**config.mk**
```make
export PLATFORM = sky130hd
export DESIGN_NAME = spd_scan_step
export DESIGN_NICKNAME = d
export VERILOG_FILES = /design/src/spd_pkg.sv /design/src/spd_scan_step.sv
export SDC_FILE = /design/constraint.sdc
export NUM_CORES = 1
export LEC_CHECK = 0
export BUFFER_PORTS_ARGS = -buffer_cell sky130_fd_sc_hd__buf_2
export CAP_MARGIN = 20
export CORE_MARGIN = 3
export CORE_UTILIZATION = 40
export DETAILED_ROUTE_END_ITERATION = 6
export PLACE_DENSITY = 0.95
export SLEW_MARGIN = 0
export SYNTH_ARGS = -nofsm -noshare
export SYNTH_HDL_FRONTEND = slang
export SYNTH_SLANG_ARGS = --single-unit
export TNS_END_PERCENT = 20
```
**constraint.sdc**
```tcl
create_clock -name vclk -period 5.1
set_clock_uncertainty 0.15 [all_clocks]
set_input_delay 1.02 -clock vclk [all_inputs]
set_output_delay 1.02 -clock vclk [all_outputs]
set_load 0.01 [all_outputs]
```
**src/spd_pkg.sv**
```systemverilog
// ----------------------------------------------------------------------------
// spd_pkg - signal pending dispatcher shared definitions
// Signal numbering limits, operation codes, stream item layouts and the
// per-step decision record that the scan step hands to the sequencer.
// ----------------------------------------------------------------------------
package spd_pkg;

    localparam int MAX_SIGNAL  = 31;
    localparam int MIN_SIGNAL  = 1;
    localparam int KILL_SIGNAL = 9;
    localparam int STOP_SIGNAL = 19;
    localparam int SCAN_TOP    = (MAX_SIGNAL > 31) ? 31 : MAX_SIGNAL;

    localparam int SIG_W   = 5;
    localparam int NUM_SIG = 1 << SIG_W;

    // operation codes (tuser)
    localparam logic [2:0] ACT_POST    = 3'd0;
    localparam logic [2:0] ACT_SETACT  = 3'd1;
    localparam logic [2:0] ACT_MASK    = 3'd2;
    localparam logic [2:0] ACT_PENDING = 3'd3;
    localparam logic [2:0] ACT_DELIVER = 3'd4;
    localparam logic [2:0] ACT_HRET    = 3'd5;

    // action kinds
    localparam logic [1:0] DISP_DEFAULT = 2'd0;
    localparam logic [1:0] DISP_IGNORE  = 2'd1;
    localparam logic [1:0] DISP_HANDLER = 2'd2;

    // mask change modes
    localparam logic [1:0] HOW_BLOCK   = 2'd0;
    localparam logic [1:0] HOW_UNBLOCK = 2'd1;
    localparam logic [1:0] HOW_SETMASK = 2'd2;

    localparam int ACT_W      = 3;
    localparam int IN_DATA_W  = 224;
    localparam int OUT_DATA_W = 224;

    // declared high field first so that signo lands in the low bits
    typedef struct packed {
        logic [1:0]        mask_how;
        logic [31:0]       mask_value;
        logic [63:0]       restorer_addr;
        logic [63:0]       handler_addr;
        logic [1:0]        disposition;
        logic [15:0]       sender_pid;
        logic signed [31:0] code;
        logic [SIG_W-1:0]  signo;
    } t_item;

    typedef struct packed {
        logic [1:0]        old_disposition;
        logic [31:0]       set_out;
        logic [15:0]       info_pid;
        logic signed [31:0] info_code;
        logic [63:0]       return_addr;
        logic [63:0]       target_addr;
        logic [SIG_W-1:0]  deliver_signo;
        logic              delivered;
        logic [SIG_W-1:0]  kill_signo;
        logic              killed;
        logic              status;
    } t_result;

    localparam int ITEM_W = $bits(t_item);
    localparam int RES_W  = $bits(t_result);

    // outcome of examining one signal during a deliver scan
    typedef struct packed {
        logic clr_pend;
        logic kill;
        logic hit;
    } t_step;

    function automatic logic sig_ok(input logic [SIG_W-1:0] s);
        return (int'(s) >= MIN_SIGNAL) && (int'(s) <= MAX_SIGNAL);
    endfunction

endpackage

```
**src/spd_scan_step.sv**
```systemverilog
// ----------------------------------------------------------------------------
// spd_scan_step - deliver scan decision unit
// Judges one signal of the scan: consumed, terminating, skipped as blocked,
// or the handler signal that ends the scan.
// ----------------------------------------------------------------------------
module spd_scan_step
    import spd_pkg::*;
(
    input  logic [SIG_W-1:0] i_sig,
    input  logic [31:0]      i_pending,
    input  logic [31:0]      i_blocked,
    input  logic [1:0]       i_kind,
    output t_step            o_step
);

    logic w_forced;

    assign w_forced = (int'(i_sig) == KILL_SIGNAL) || (int'(i_sig) == STOP_SIGNAL);

    always_comb begin
        o_step = '0;
        if (i_pending[i_sig]) begin
            if (w_forced) begin
                o_step.clr_pend = 1'b1;
                o_step.kill     = 1'b1;
            end else if (!i_blocked[i_sig]) begin
                o_step.clr_pend = 1'b1;
                if (i_kind == DISP_HANDLER) begin
                    o_step.hit = 1'b1;
                end else if (i_kind != DISP_IGNORE) begin
                    o_step.kill = 1'b1;
                end
            end
        end
    end

endmodule

```
==> results.ini <==
[job]
maxCapViolCount = 0

[critical_path]
start_kind = input port
critical-path-top-delay-family = buffers and inverters
arrival_ns = 2.82
critical_path_required_ns = 3.93
crit_chain = buf_2 > mux4_2 > nor2_1 > nor3_1 > nor4_2 > nor3_1 > buf_2
cp_max_fo = 24
cp_slowest_cell = mux4_2
crit_type = input port to output port
critPathBufInv = 2
cp-end-kind = output port
cpPeakStageDelay_ns = 0.57

[power]
power_density_nw_per_um2 = 78.9
leakage_uw = 0.000543
peakVddDrop_v = 0.0000503

[sta]
finalCritPeriodShare = 0.782
tns_ns = 0
slew_headroom = 0.610
period_needed_ns = 3.99
tightest_slew_ns = 0.584
max_freq_ghz = 0.251
finalHoldViolCount = 0
rsz0062_at_grt = false
setup_viol = 0
slew_viol_final = 0

[floorplan]
rows = 14
pin_count = 74
initial_core_util = 0.441
die_w_microns = 47.7
die_y_microns = 47.7
core_sq_um = 1580
dieArea_sq_um = 2280

[min_path]
worstHoldPathType = input port to output port

[grt]
grt_pass1_vias = 820
grt_max_degree = 25
grt_usage = 0.183
antenna_found_initial = 0
grt_pass1_wl_mm = 3.13
grt.overflow.total = 0

[route]
vias = 946
dr.pass1.iters = 4
drt-vias-per-instance = 5.63
detail-route-antenna-nets = 0
drt_iter0_drc = 13
routedWlPerCell_microns = 12.9
wl_mm = 2.16
drc = 0

[layout]
layout.cells.non_filler = 168
drive_gt1_frac = 0.579
nFlopsAndLatches = 0
n_clock_buffer = 0
diodes = 0
mostFrequentLayoutCells = buf_2, mux2i_1, nand2_1
areaGrowthSynthToFinish_pct = 48.0
nets = 226
ff_latch_area_sq_um = 0
final_common_cell = buf_2

[synth]
synthMuxAreaShare = 0.489
synthSimpleGateAreaFrac = 0.255
ys_types = 27
synthXorXnorAreaFrac = 0
avgSynthCellArea_sq_um = 8.09
synth_nets = 158
synth_compound_area_frac = 0.146
ys_seq_area_frac = 0
synthAdderAreaFrac = 0.0180
synth_top_family_by_area = multiplexers
synth_area_sq_um = 696
synthCells = 86
ys_warn_count = 0

[clock_network]
cts_setup_buffers = 0
ctsHoldBuffers = 0
post_cts_resized = 0

[placement]
portBuffers = 74
gp_congestion = 0.689
dpl.hpwl_mm = 1.86
dp_cells = 168

[run_status]
outcome = completed

## metrics by stage
| stage | power [uW] | hold slack (ns) | instance area (sq um) | setup slack [ns] | util |
|---|---|---|---|---|---|
| CTS | 81.8 | 2.37 | 1030 | 1.08 | 0.653 |
| floorplan | 50.2 | 2.15 | 696 | 1.67 | - |
| finish | 81.2 | 2.37 | 1030 | 1.11 | 0.653 |
| detailed placement | 81.6 | 2.37 | 1030 | 1.09 | 0.653 |
| global placement | 78.9 | 2.37 | 1030 | 1.15 | 0.653 |
| global route | 89.6 | 2.39 | 1030 | 0.958 | 0.653 |
## cell type report
type	count	area [sq um]
multi-input cells	76	632
fillers	149	547
repair buffers	74	370
well taps	16	20.0
inverters	2	7.51
## where the power goes
part           internal, uW  switching, uW  leakage (uW)
logic                  45.9           35.3      0.000543
registers                 0              0             0
clock network             0              0             0
total                  45.9           35.3      0.000543
## worst min-delay path: cells and delay by family
family / cells / cell delay, ns
buf+inv: 2 / 0.23
fa+ha+maj: 1 / 0.17
simple gates: 2 / 0.09
## worst paths after layout
kind	slack, ns	from	endpoint	depth (start not counted)
setup / recovery	1.11	i_sig[1]	o_step[0]	7
hold / removal	2.37	i_kind[1]	o_step[0]	5
## routing by layer
| layer | global-route usage | up-vias | share of wire |
|---|---|---|---|
| li1 | - | 467 | - |
| met1 | 0.212 | 415 | 0.37 |
| met2 | 0.346 | 56 | 0.48 |
| met3 | 0.0113 | 8 | 0.12 |
| met4 | 0.0645 | 0 | 0.030 |
| met5 | 0 | - | 0 |
## synth_stat cells
master / instances / area share
nor3_1: 2 / 0.014
a31oi_1: 1 / 0.0090
clkbuf_1: 1 / 0.0054
nor4_1: 1 / 0.0090
buf_2: 3 / 0.022
nand2b_1: 3 / 0.027
nor2b_1: 2 / 0.018
ha_1: 1 / 0.018
mux2_2: 6 / 0.097
a22oi_1: 4 / 0.043
nor4_2: 1 / 0.018
o22ai_1: 4 / 0.036
mux2i_1: 16 / 0.23
nor4b_2: 1 / 0.022
nor4b_1: 1 / 0.013
a21oi_1: 3 / 0.022
nand4_1: 1 / 0.0090
nor2_2: 1 / 0.0090
nor2_1: 5 / 0.027
inv_1: 2 / 0.011
mux4_2: 5 / 0.16
nand3_1: 5 / 0.036
a211oi_1: 1 / 0.011
nand2_1: 10 / 0.054
buf_4: 2 / 0.022
a311oi_1: 2 / 0.025
buf_6: 2 / 0.032
## logic make-up (layout without fill, tap and decap cells)
group	Yosys count	count (layout)
AND/OR/NAND/NOR	33	33
adder cells (fa/ha/maj)	1	1
AO/OA/AOI/OAI	15	15
multiplexers	27	27
buffers and inverters	10	76
Power figures use the tool's default switching activity.
